## src/sv/tts_pkg.sv

```systemverilog
`default_nettype none

package tts_pkg;

    // Table geometry and field widths
    localparam int NUM_SLOTS = 16;
    localparam int SLOT_BITS = $clog2(NUM_SLOTS);
    localparam int TIME_BITS = 32;
    localparam int PRIO_BITS = 8;
    localparam int CFG_BITS  = 16;

    // Reset value of the fallback sleep register
    localparam logic [CFG_BITS-1:0] FALLBACK_RESET = 16'd10;

    // Request kinds carried on s_tuser
    typedef enum logic [1:0] {
        CMD_ADD      = 2'd0,
        CMD_PICK     = 2'd1,
        CMD_COMPLETE = 2'd2
    } cmd_t;

    // Execution outcome of a completed task
    typedef enum logic [1:0] {
        OC_SUCCESS = 2'd0,
        OC_RETRY   = 2'd1,
        OC_FAILED  = 2'd2
    } outcome_t;

    // Task state reported with each result
    typedef enum logic [1:0] {
        TS_READY    = 2'd0,
        TS_RUNNING  = 2'd1,
        TS_FINISHED = 2'd2,
        TS_ERROR    = 2'd3
    } task_state_t;

    // Result status carried on m_tuser
    typedef enum logic [2:0] {
        STAT_OK          = 3'd0,
        STAT_NOTHING_DUE = 3'd1,
        STAT_EMPTY       = 3'd2,
        STAT_INIT_FAILED = 3'd3,
        STAT_FULL        = 3'd4,
        STAT_NOT_RUNNING = 3'd5
    } stat_t;

    // Sequencer states
    typedef enum logic [2:0] {
        S_IDLE,
        S_EXEC,
        S_SCAN,
        S_CPL,
        S_DONE
    } tts_state_t;

    // Configuration register byte offsets (bit 2 selects the register)
    localparam logic [2:0] ADDR_FALLBACK = 3'd0;

    // Input request payload, last declared field (now_ms) in the lowest bits
    typedef struct packed {
        logic [6:0]           pad;
        logic                 was_cancelled;
        logic [1:0]           outcome;
        logic [3:0]           done_slot;
        logic                 init_ok;
        logic                 is_periodic;
        logic [TIME_BITS-1:0] task_period_ms;
        logic [PRIO_BITS-1:0] task_priority;
        logic [TIME_BITS-1:0] first_run_ms;
        logic [TIME_BITS-1:0] now_ms;
    } in_item_t;

    // Result payload on m_tdata
    typedef struct packed {
        logic [1:0]           pad;
        logic [1:0]           new_state;
        logic [TIME_BITS-1:0] sleep_ms;
        logic [3:0]           slot;
    } out_item_t;

    // Full result held until the output register is free
    typedef struct packed {
        stat_t                status;
        logic [SLOT_BITS-1:0] slot;
        logic [TIME_BITS-1:0] sleep_ms;
        task_state_t          new_state;
    } result_t;

    // One slot entry in the task memory
    typedef struct packed {
        logic                 periodic;
        logic [TIME_BITS-1:0] period;
        logic [PRIO_BITS-1:0] prio;
        logic [TIME_BITS-1:0] next_run;
    } entry_t;

    // One entry presented to the scan unit
    typedef struct packed {
        logic                 sample;
        logic                 eligible;
        logic [SLOT_BITS-1:0] slot;
        logic [TIME_BITS-1:0] run;
        logic [PRIO_BITS-1:0] prio;
    } scan_in_t;

    // Running outcome of a pick scan
    typedef struct packed {
        logic                 have_ready;
        logic [TIME_BITS-1:0] earliest;
        logic                 have_best;
        logic [SLOT_BITS-1:0] best_slot;
    } scan_res_t;

endpackage

`default_nettype wire

```

## src/sv/tts_scan.sv

```systemverilog
`default_nettype none

module tts_scan (
    input  wire logic                          clk,
    input  wire logic                          rst_n,
    input  wire logic                          start,
    input  wire logic [tts_pkg::TIME_BITS-1:0] now_ms,
    input  wire tts_pkg::scan_in_t             scan_in,
    output tts_pkg::scan_res_t                 scan_res
);
    import tts_pkg::*;

    logic                 have_ready_reg, have_ready_next;
    logic [TIME_BITS-1:0] earliest_reg, earliest_next;
    logic                 have_best_reg, have_best_next;
    logic [SLOT_BITS-1:0] best_slot_reg, best_slot_next;
    logic [TIME_BITS-1:0] best_run_reg, best_run_next;
    logic [PRIO_BITS-1:0] best_prio_reg, best_prio_next;
    logic                 take;

    // Due entry beats the current best on earlier time, then higher priority
    assign take = scan_in.run <= now_ms &&
                  (!have_best_reg || scan_in.run < best_run_reg ||
                   (scan_in.run == best_run_reg && scan_in.prio > best_prio_reg));

    // Fold one ready entry per cycle into the running result
    always_comb
    begin
        have_ready_next = have_ready_reg;
        earliest_next   = earliest_reg;
        have_best_next  = have_best_reg;
        best_slot_next  = best_slot_reg;
        best_run_next   = best_run_reg;
        best_prio_next  = best_prio_reg;
        if (start)
        begin
            have_ready_next = 1'b0;
            have_best_next  = 1'b0;
        end
        else if (scan_in.sample && scan_in.eligible)
        begin
            if (!have_ready_reg || scan_in.run < earliest_reg)
            begin
                earliest_next = scan_in.run;
            end
            have_ready_next = 1'b1;
            if (take)
            begin
                have_best_next = 1'b1;
                best_slot_next = scan_in.slot;
                best_run_next  = scan_in.run;
                best_prio_next = scan_in.prio;
            end
        end
    end

    always_ff @(posedge clk or negedge rst_n)
    begin
        if (!rst_n)
        begin
            have_ready_reg <= 1'b0;
            have_best_reg  <= 1'b0;
        end
        else
        begin
            have_ready_reg <= have_ready_next;
            have_best_reg  <= have_best_next;
        end
    end

    always_ff @(posedge clk)
    begin
        earliest_reg  <= earliest_next;
        best_slot_reg <= best_slot_next;
        best_run_reg  <= best_run_next;
        best_prio_reg <= best_prio_next;
    end

    assign scan_res.have_ready = have_ready_reg;
    assign scan_res.earliest   = earliest_reg;
    assign scan_res.have_best  = have_best_reg;
    assign scan_res.best_slot  = best_slot_reg;

endmodule

`default_nettype wire

```

## src/sv/timed_task_table_scheduler.sv

```systemverilog
`default_nettype none

// Earliest-deadline-first task table with NUM_SLOTS slots. Requests arrive on
// the s_ stream (kind on s_tuser: add, pick, complete); each add, pick or
// complete gives exactly one result on the m_ stream, kind 3 gives none.
// Slot contents (run time, priority, period, periodic flag) live in a
// single-port synchronous memory; valid and running marks are flip-flops
// cleared by reset, so no clearing pass is needed. One request is handled at
// a time: an add passes through the EXEC and DONE states, a complete through
// EXEC, CPL (for a running slot) and DONE, and a pick through EXEC, SCAN (for a
// non-empty table) and DONE, SCAN reading one entry per cycle. A
// finished result sits in the output register while the next request is
// accepted; a second result waits in the block until that register frees.
// The fallback sleep register lies at byte address 0 of the APB port.
module timed_task_table_scheduler (
    input  wire logic         clk,
    input  wire logic         rst_n,
    // request stream
    input  wire logic         s_tvalid,
    output logic              s_tready,
    // now_ms, first_run_ms, task_priority, task_period_ms, is_periodic,
    // init_ok, done_slot, outcome, was_cancelled
    input  wire logic [119:0] s_tdata,
    // command
    input  wire logic [1:0]   s_tuser,
    // result stream
    output logic              m_tvalid,
    input  wire logic         m_tready,
    // slot, sleep_ms, new_state
    output logic [39:0]       m_tdata,
    // status
    output logic [2:0]        m_tuser,
    // configuration
    input  wire logic         psel,
    input  wire logic         penable,
    input  wire logic         pwrite,
    input  wire logic [2:0]   paddr,
    input  wire logic [31:0]  pwdata,
    output logic [31:0]       prdata,
    output logic              pready
);
    import tts_pkg::*;

    localparam logic [SLOT_BITS:0] SCAN_END = (SLOT_BITS + 1)'(NUM_SLOTS);

    tts_state_t            state_reg, state_next;
    cmd_t                  cmd_reg;
    in_item_t              in_reg;
    logic [NUM_SLOTS-1:0]  valid_reg, valid_next;
    logic [NUM_SLOTS-1:0]  run_reg, run_next;
    logic [SLOT_BITS:0]    scan_cnt_reg, scan_cnt_next;
    logic                  rd_pend_reg;
    logic [SLOT_BITS-1:0]  rd_slot_reg;
    result_t               res_reg, res_next;
    logic                  m_valid_reg;
    result_t               m_res_reg;
    logic [CFG_BITS-1:0]   fallback_reg;

    // Slot memory ports
    entry_t                mem [NUM_SLOTS];
    entry_t                rd_data_reg;
    logic                  rd_en;
    logic [SLOT_BITS-1:0]  rd_addr;
    logic                  wr_en;
    logic [SLOT_BITS-1:0]  wr_addr;
    entry_t                wr_data;

    logic                  scan_start;
    scan_in_t              scan_in;
    scan_res_t             scan_res;

    logic [SLOT_BITS:0]    free_enc;
    logic [SLOT_BITS-1:0]  cpl_slot;
    logic                  cpl_ok;
    logic                  scan_last;
    logic                  out_free;
    logic                  cfg_wr;

    // Lowest free slot; top bit marks that one was found
    function automatic logic [SLOT_BITS:0] find_free(input logic [NUM_SLOTS-1:0] v);
        logic [SLOT_BITS:0] r;
        r = '0;
        for (int i = NUM_SLOTS - 1; i >= 0; i--)
        begin
            if (!v[i])
            begin
                r = {1'b1, SLOT_BITS'(i)};
            end
        end
        return r;
    endfunction

    assign free_enc  = find_free(valid_reg);
    assign cpl_slot  = in_reg.done_slot[SLOT_BITS-1:0];
    assign cpl_ok    = valid_reg[cpl_slot] && run_reg[cpl_slot];
    assign scan_last = (scan_cnt_reg == SCAN_END) && !rd_pend_reg;
    assign out_free  = !m_valid_reg || m_tready;
    assign s_tready  = (state_reg == S_IDLE);

    // Next state
    always_comb
    begin
        state_next = state_reg;
        case (state_reg)
            S_IDLE:
            begin
                if (s_tvalid)
                begin
                    case (cmd_t'(s_tuser))
                        CMD_ADD, CMD_PICK, CMD_COMPLETE: state_next = S_EXEC;
                        default:                         state_next = S_IDLE;
                    endcase
                end
            end
            S_EXEC:
            begin
                case (cmd_reg)
                    CMD_ADD:      state_next = S_DONE;
                    CMD_PICK:     state_next = (valid_reg == '0) ? S_DONE : S_SCAN;
                    CMD_COMPLETE: state_next = cpl_ok ? S_CPL : S_DONE;
                    default:      state_next = S_IDLE;
                endcase
            end
            S_SCAN:
            begin
                if (scan_last)
                begin
                    state_next = S_DONE;
                end
            end
            S_CPL:
            begin
                state_next = S_DONE;
            end
            S_DONE:
            begin
                if (out_free)
                begin
                    state_next = S_IDLE;
                end
            end
            default:
            begin
                state_next = S_IDLE;
            end
        endcase
    end

    // Table updates, memory accesses and result
    always_comb
    begin
        valid_next    = valid_reg;
        run_next      = run_reg;
        scan_cnt_next = scan_cnt_reg;
        scan_start    = 1'b0;
        rd_en         = 1'b0;
        rd_addr       = scan_cnt_reg[SLOT_BITS-1:0];
        wr_en         = 1'b0;
        wr_addr       = cpl_slot;
        wr_data       = rd_data_reg;
        res_next      = res_reg;
        case (state_reg)
            S_EXEC:
            begin
                case (cmd_reg)
                    CMD_ADD:
                    begin
                        if (!in_reg.init_ok)
                        begin
                            res_next = '{STAT_INIT_FAILED, '0, '0, TS_ERROR};
                        end
                        else if (!free_enc[SLOT_BITS])
                        begin
                            res_next = '{STAT_FULL, '0, '0, TS_READY};
                        end
                        else
                        begin
                            wr_en            = 1'b1;
                            wr_addr          = free_enc[SLOT_BITS-1:0];
                            wr_data.periodic = in_reg.is_periodic;
                            wr_data.period   = in_reg.task_period_ms;
                            wr_data.prio     = in_reg.task_priority;
                            wr_data.next_run = in_reg.first_run_ms;
                            valid_next[free_enc[SLOT_BITS-1:0]] = 1'b1;
                            run_next[free_enc[SLOT_BITS-1:0]]   = 1'b0;
                            res_next = '{STAT_OK, free_enc[SLOT_BITS-1:0], '0, TS_READY};
                        end
                    end
                    CMD_PICK:
                    begin
                        if (valid_reg == '0)
                        begin
                            res_next = '{STAT_EMPTY, '0, '0, TS_READY};
                        end
                        else
                        begin
                            scan_start    = 1'b1;
                            scan_cnt_next = '0;
                        end
                    end
                    CMD_COMPLETE:
                    begin
                        if (!cpl_ok)
                        begin
                            res_next = '{STAT_NOT_RUNNING, cpl_slot, '0, TS_READY};
                        end
                        else
                        begin
                            rd_en   = 1'b1;
                            rd_addr = cpl_slot;
                        end
                    end
                    default:
                    begin
                        res_next = res_reg;
                    end
                endcase
            end
            S_SCAN:
            begin
                // issue one slot read per cycle
                if (!scan_cnt_reg[SLOT_BITS])
                begin
                    rd_en         = 1'b1;
                    scan_cnt_next = scan_cnt_reg + 1'b1;
                end
                if (scan_last)
                begin
                    if (scan_res.have_best)
                    begin
                        run_next[scan_res.best_slot] = 1'b1;
                        res_next = '{STAT_OK, scan_res.best_slot, '0, TS_RUNNING};
                    end
                    else if (scan_res.have_ready)
                    begin
                        res_next = '{STAT_NOTHING_DUE, '0,
                                     scan_res.earliest - in_reg.now_ms, TS_READY};
                    end
                    else
                    begin
                        res_next = '{STAT_NOTHING_DUE, '0,
                                     TIME_BITS'(fallback_reg), TS_READY};
                    end
                end
            end
            S_CPL:
            begin
                res_next.status   = STAT_OK;
                res_next.slot     = cpl_slot;
                res_next.sleep_ms = '0;
                if (in_reg.was_cancelled)
                begin
                    res_next.new_state = TS_FINISHED;
                end
                else
                begin
                    case (outcome_t'(in_reg.outcome))
                        OC_SUCCESS:
                        begin
                            if (rd_data_reg.periodic)
                            begin
                                // reschedule one period after now
                                wr_en              = 1'b1;
                                wr_data.next_run   = in_reg.now_ms + rd_data_reg.period;
                                res_next.new_state = TS_READY;
                            end
                            else
                            begin
                                res_next.new_state = TS_FINISHED;
                            end
                        end
                        OC_RETRY: res_next.new_state = TS_READY;
                        default:  res_next.new_state = TS_ERROR;
                    endcase
                end
                run_next[cpl_slot] = 1'b0;
                if (res_next.new_state != TS_READY)
                begin
                    valid_next[cpl_slot] = 1'b0;
                end
            end
            default:
            begin
                res_next = res_reg;
            end
        endcase
    end

    // Scan unit input: entry read in the previous cycle
    assign scan_in.sample   = rd_pend_reg;
    assign scan_in.eligible = valid_reg[rd_slot_reg] && !run_reg[rd_slot_reg];
    assign scan_in.slot     = rd_slot_reg;
    assign scan_in.run      = rd_data_reg.next_run;
    assign scan_in.prio     = rd_data_reg.prio;

    tts_scan u_scan (
        .clk      (clk),
        .rst_n    (rst_n),
        .start    (scan_start),
        .now_ms   (in_reg.now_ms),
        .scan_in  (scan_in),
        .scan_res (scan_res)
    );

    // Slot memory
    always_ff @(posedge clk)
    begin
        if (wr_en)
        begin
            mem[wr_addr] <= wr_data;
        end
        if (rd_en)
        begin
            rd_data_reg <= mem[rd_addr];
        end
    end

    // Control registers
    always_ff @(posedge clk or negedge rst_n)
    begin
        if (!rst_n)
        begin
            state_reg    <= S_IDLE;
            valid_reg    <= '0;
            run_reg      <= '0;
            scan_cnt_reg <= '0;
            rd_pend_reg  <= 1'b0;
            m_valid_reg  <= 1'b0;
            fallback_reg <= FALLBACK_RESET;
        end
        else
        begin
            state_reg    <= state_next;
            valid_reg    <= valid_next;
            run_reg      <= run_next;
            scan_cnt_reg <= scan_cnt_next;
            rd_pend_reg  <= rd_en && (state_reg == S_SCAN);
            if (state_reg == S_DONE && out_free)
            begin
                m_valid_reg <= 1'b1;
            end
            else if (m_tready)
            begin
                m_valid_reg <= 1'b0;
            end
            if (cfg_wr && paddr[2] == ADDR_FALLBACK[2])
            begin
                fallback_reg <= pwdata[CFG_BITS-1:0];
            end
        end
    end

    // Payload registers
    always_ff @(posedge clk)
    begin
        rd_slot_reg <= rd_addr;
        res_reg     <= res_next;
        if (s_tvalid && s_tready)
        begin
            in_reg  <= in_item_t'(s_tdata);
            cmd_reg <= cmd_t'(s_tuser);
        end
        if (state_reg == S_DONE && out_free)
        begin
            m_res_reg <= res_reg;
        end
    end

    // Result stream
    assign m_tvalid = m_valid_reg;
    assign m_tuser  = m_res_reg.status;
    assign m_tdata  = out_item_t'{pad:       2'b00,
                                  new_state: m_res_reg.new_state,
                                  sleep_ms:  m_res_reg.sleep_ms,
                                  slot:      4'(m_res_reg.slot)};

    // APB register access
    assign pready = 1'b1;
    assign cfg_wr = psel && penable && pwrite && pready;
    assign prdata = (paddr[2] == ADDR_FALLBACK[2]) ? 32'(fallback_reg) : 32'd0;

endmodule

`default_nettype wire

```

## config.mk

```make
export PLATFORM = sky130hd
export DESIGN_NAME = timed_task_table_scheduler
export DESIGN_NICKNAME = d
export VERILOG_FILES = /design/src/sv/tts_pkg.sv /design/src/sv/tts_scan.sv /design/src/sv/timed_task_table_scheduler.sv
export SDC_FILE = /design/constraint.sdc
export NUM_CORES = 2
export LEC_CHECK = 0
export BUFFER_PORTS_ARGS = -buffer_cell sky130_fd_sc_hd__buf_2
export CORE_AREA = 2 2 353 355
export CTS_BUF_LIST = sky130_fd_sc_hd__clkbuf_4 sky130_fd_sc_hd__clkbuf_8
export DETAILED_ROUTE_END_ITERATION = 8
export DIE_AREA = 0 0 355 357
export GPL_ROUTABILITY_DRIVEN = 0
export PLACE_DENSITY_LB_ADDON = 0.3
export SYNTH_ARGS = -nofsm -noshare
export SYNTH_HDL_FRONTEND = slang
export SYNTH_HIERARCHICAL = 1
export SYNTH_SLANG_ARGS = --single-unit
```

## constraint.sdc

```tcl
create_clock -name clk -period 19 [get_ports clk]
set_input_delay 3.8 -clock clk [delete_from_list [all_inputs] [get_ports clk]]
set_output_delay 3.8 -clock clk [all_outputs]
set_load 0.005 [all_outputs]
```

* After elaboration in Yosys (flattened, before gate mapping)
Memories as Yosys holds them, arrays and structs flattened. A register that Yosys moved wholly into a read port is not among the register bits.
Cells that the tools add are included.
** Operators by class
- Bitwise logic cells :: 9
- Add/sub/neg operators :: 3
- Multiplexer cells :: 105
- Eq/ne operators :: 25
- Reduce and logical (&&, ||, !) cells :: 46
- Magnitude comparators :: 11
** Operators by type and width (count)
- $mux W41 :: 6
- $pmux W41 S3 :: 2
- $mux W73 :: 3
- $mux W16 :: 10
- $mux W32 :: 3
- $mux W5 :: 19
- $lt A32 B32 Y1 :: 2
- $pmux W32 S2 :: 1
- $and A16 B16 Y16 :: 3
- $pmux W16 S3 :: 1
- $mux W39 :: 1
- $mux W34 :: 1
- $add A32 B32 Y32 :: 1
- $eq A32 B32 Y1 :: 1
- $le A32 B32 Y1 :: 1
- $not A16 Y16 :: 2
- $or A16 B16 Y16 :: 2
- $pmux W16 S2 :: 1
- $sub A32 B32 Y32 :: 1
- $mux W1 :: 29
- $mux W4 :: 7
- $lt A4 B5 Y1 const B :: 4
- $bmux W1 S4 :: 4
- $logic_not A16 Y1 :: 1
- other kinds (35) :: 93
** Storage, ports and cells
- Memory bits (writable) :: 1168
- Register bits after elaboration :: 337
- Memories :: 1
** Memory list
- mem :: words 16, width 73, read ports 1, clocked after memory_dff 1, wr ports 1, line timed_task_table_scheduler.sv:60 : entry_t mem [NUM_SLOTS];

* Longest topological paths before layout
- Word-level depth :: 26
- Gate-level depth with buffers :: 15

* By module
Netlist, hierarchy kept.
** By module, submodules not included
- timed_task_table_scheduler :: seq. area each 44715.4 µm², cells each 4467, instances 1, area each 62381.1 µm²
- tts_scan :: seq. area each 2332.2 µm², cells each 450, instances 1, area each 4981.0 µm²

* Least setup slack after synthesis
Ideal clock, no wire load.
- Path kind :: register to register
- Start point :: reg in_reg (netlist bit cpl_slot[0])
- End point :: reg res_reg[0] (netlist bit), enable pin
- Cell stages (with the launch flop) :: 8
- Arrival :: 7.826 ns
- Period minus slack after synthesis :: 8.486 ns
- Slack :: 10.514 ns
- Required time :: 18.340 ns
- Cell sequence :: edfxtp_1 > buf_2 > and3b_1 > a311o_1 > a21oi_1 > or4_4 > nor2_1 > a2111oi_0
** On the way
- Word-level cells in the longest chain between the ends :: 5
- Elaborated cells on any way between the ends :: 7
- Those cells by class :: 1 x eq/ne; 4 x mux; 2 x reduce/logical
** RTL lines
- from (decl) :: line timed_task_table_scheduler.sv:48 : in_item_t in_reg;
- from (signal assigned) :: line timed_task_table_scheduler.sv:360 : in_reg <= in_item_t'(s_tdata);
- $bmux W1 S4 :: line timed_task_table_scheduler.sv:95 : assign cpl_ok = valid_reg[cpl_slot] && run_reg[cpl_slot];
- $mux W1 (not written as such) :: line timed_task_table_scheduler.sv:95
- $logic_and A1 B1 Y1 (*) :: line timed_task_table_scheduler.sv:95
- $ne A3 B3 Y1 (no line) (*)
- $reduce_and A5 Y1 (no line) (*)
- to (signal assigned) :: line timed_task_table_scheduler.sv:357 : res_reg <= res_next;
- to (decl) :: line timed_task_table_scheduler.sv:54 : result_t res_reg, res_next;
Every way passes the cells marked *; elsewhere a longest branch is shown, timed or not. The select of a mux whose other input is x is not followed.
A chain may end at the register's enable or synchronous reset.

* Final worst setup path
- Start point :: in paddr[2]
- End point :: out prdata[14]
** On the way
- Word-level cells in the longest chain between the ends :: 1
** RTL lines
- from (decl) :: line timed_task_table_scheduler.sv:37 : input wire logic [2:0] paddr,
- $mux W16 :: line timed_task_table_scheduler.sv:380 : assign prdata = (paddr[2] == ADDR_FALLBACK[2]) ? 32'(fallback_reg) : 32'd0;
- to (decl) :: line timed_task_table_scheduler.sv:39 : output logic [31:0] prdata,
Every way passes these cells.

==> impl_metrics.ini <==
[clocking]
cts.path.max_buffers = 3
cts_setup_buffers = 0
cts_buffers = 232
cts_tree = yes
ctsHoldBuffers = 0
clkTransAtPathRegs_ns = 0.06
htreeDepth = 4
cts-resized-gates = 0
clock_latency_ns = 0.96
root_buffer = clkbuf_8
cts.sinks = 1578

[global_routing]
grt_use_total = 0.278
grt_start_max_net_pins = 187
overflow = 0
grt_pass1_vias = 42200
grt_first_pass_wirelength_um = 263000
antenna_found_initial = 8

[drt]
drt_iter0_drc = 5657
drt_wl_total_um = 179000
num_vias = 44000
wl_per_cell_um = 25.7
drc = 0
antenna_left = 0
viasPerCell = 6.34
dr.pass1.iters = 6

[floorplanning]
ios = 242
placeableCoreArea_um2 = 123000
start_util = 0.548
die_y_um = 357
die_w_um = 355
die_area_um2 = 127000
rows = 129

[sta]
min_period_ns = 8.09
fin_tns_setup_ns = 0
fin_skew_ns = 0.0460
fin_crit_sh = 0.426
hold_viol = 0
setup-violations-final = 0
worstMarginPinSlew_ns = 1.35
rsz0062_at_grt = false
timing.fmax_ghz = 0.124
drv_slew = 0
slew_headroom = 0.0970

[power_and_ir_drop]
p_leak_nw = 26.6
irDropWorstVdd_mv = 0.123
power_mw = 10.3
power_density_nw_per_um2 = 138

[synth]
yosysWarnings = 6
synth.area.mux_share = 0.00587
async_flop_share = 0.0380
postSynthCellCount = 4917
synth_top_family_by_area = compound AO/OA/AOI/OAI gates
yosysUniqueCellTypes = 77
synth-edff-count = 1514
yosysSeqAreaShare = 0.698
synthAdderAreaFrac = 0.0324
synth_compound_area_frac = 0.114
synth-xor-area-share = 0.00676
yosys_register_bits = 1578
syn_area_um2 = 67400
ys.flop_type = edfxtp_1
yosys.area_share.simple = 0.111
synth_area_per_cell_um2 = 13.7

[placed_design]
place_area_um2 = 69800
dpl.hpwl_um = 97400
portBuffers = 197

[setup_path]
critical_path.max_fanout = 17
worst-setup-path-type = primary input to output port
ff2ff_path_depth = 13
crit_required_ns = 15.20
start_kind = primary input
end_kind = output port
arrival_ns = 4.29

[layout]
postLayoutCellArea_um2 = 74600
n_fill_cell = 9202
largest_reg_flops = 1168
drive_above_1_share = 0.139
layout.nets = 5447
final_util = 0.606
area_delta_synth_final_pct = 10.7

[status]
outcome = finished, final reports clean

[worst_hold_path]
hold_path_class = register to register
holdPathStages = 0

[run]
drv_cap = 0
cells in the final DEF, fill, tap and decap left out, types with 36 or more instances in the layout:
cell      count
dfrtp_1      58
nor2_1      104
a211oi_1    273
clkinv_1     66
buf_2       197
nor2b_1      36
edfxtp_1   1514
clkbuf_8    242
ha_1        171
a311oi_1    295
buf_4        66
nand3_1      45
nand2_1     810
a21o_1       39
inv_1       179
a211oi_2     37
and3_1      304
a21oi_1     131
clkbuf_4     76
or4_1        75
o21ai_0      91
report_power, final:
part	switching [mW]	internal [mW]	leakage, nW
clock network	1.29	1.47	2.50
registers	0.252	4.44	14.5
logic	1.95	0.876	9.60
cell families after synthesis:
| group | count (synthesis) |
|---|---|
| flip-flops | 1578 |
| AND/OR/NAND/NOR | 1551 |
| AO/OA/AOI/OAI | 1019 |
| buffers and inverters | 506 |
| adder cells (fa/ha/maj) | 173 |
| XOR/XNOR | 52 |
| multiplexers | 36 |
| other | 2 |
critical path: stages:
cell     delay (ns)
buf_2          0.27
nor2b_1        0.09
buf_2          0.13
synth_stat cells, drive strengths merged (98+ instances only):
master  number  area [µm²]
nor2       113         424
inv        180         678
buf        102         644
nand2      816        3060
a21oi      131         656
a311oi     295        2580
and3       305        1910
o21ai       98         494
a211oi     311        2520
edfxtp    1514       45500
clkbuf     224         841
ha         171        2140
stage by stage:
| step | hold slack, ns | std cells | setup slack [ns] |
|---|---|---|---|
| after floorplan | 0.400 | 4934 | 10.51 |
| after detailed placement | 0.405 | 6513 | 10.89 |
| after CTS | 0.413 | 6949 | 10.89 |
| final | 0.411 | 6952 | 10.91 |
| after global routing | 0.425 | 6951 | 10.86 |
| after global placement | 0.400 | 6513 | 10.91 |
layout make-up:
cell class	instances	area (µm²)	area share
tap	1637	2050	0.0275
inverter	180	692	0.00928
clock inverter	118	828	0.0111
timing repair buffer	268	1580	0.0212
sequential	1578	47000	0.631
antenna	3	7.51	0.000101
clock buffer	318	3900	0.0523
multi-input combinational	2850	18500	0.248
per-layer routing:
layer / track usage / vias up / routed length, µm
met1: 0.383 / 21800 / 70300
met3: 0.0471 / 397 / 17700
li1: - / 19400 / -
met5: 0 / - / 22
met4: 0.112 / 4 / 6540
met2: 0.444 / 2459 / 84200
final timing paths:
path,startpoint,end,slack [ns]
setup / recovery,paddr[2],prdata[14],10.91
hold / removal,res_reg[40],m_tuser[2],0.41
setup reg to reg,cpl_slot[0],rd_data_reg[22],11.70
hold reg to reg,res_reg[40],m_tuser[2],0.41
max in group asynchronous,rst_n,fallback_reg[9],15.34
min in group asynchronous,rst_n,run_reg[5],3.04
Power figures use the tool's default switching activity.
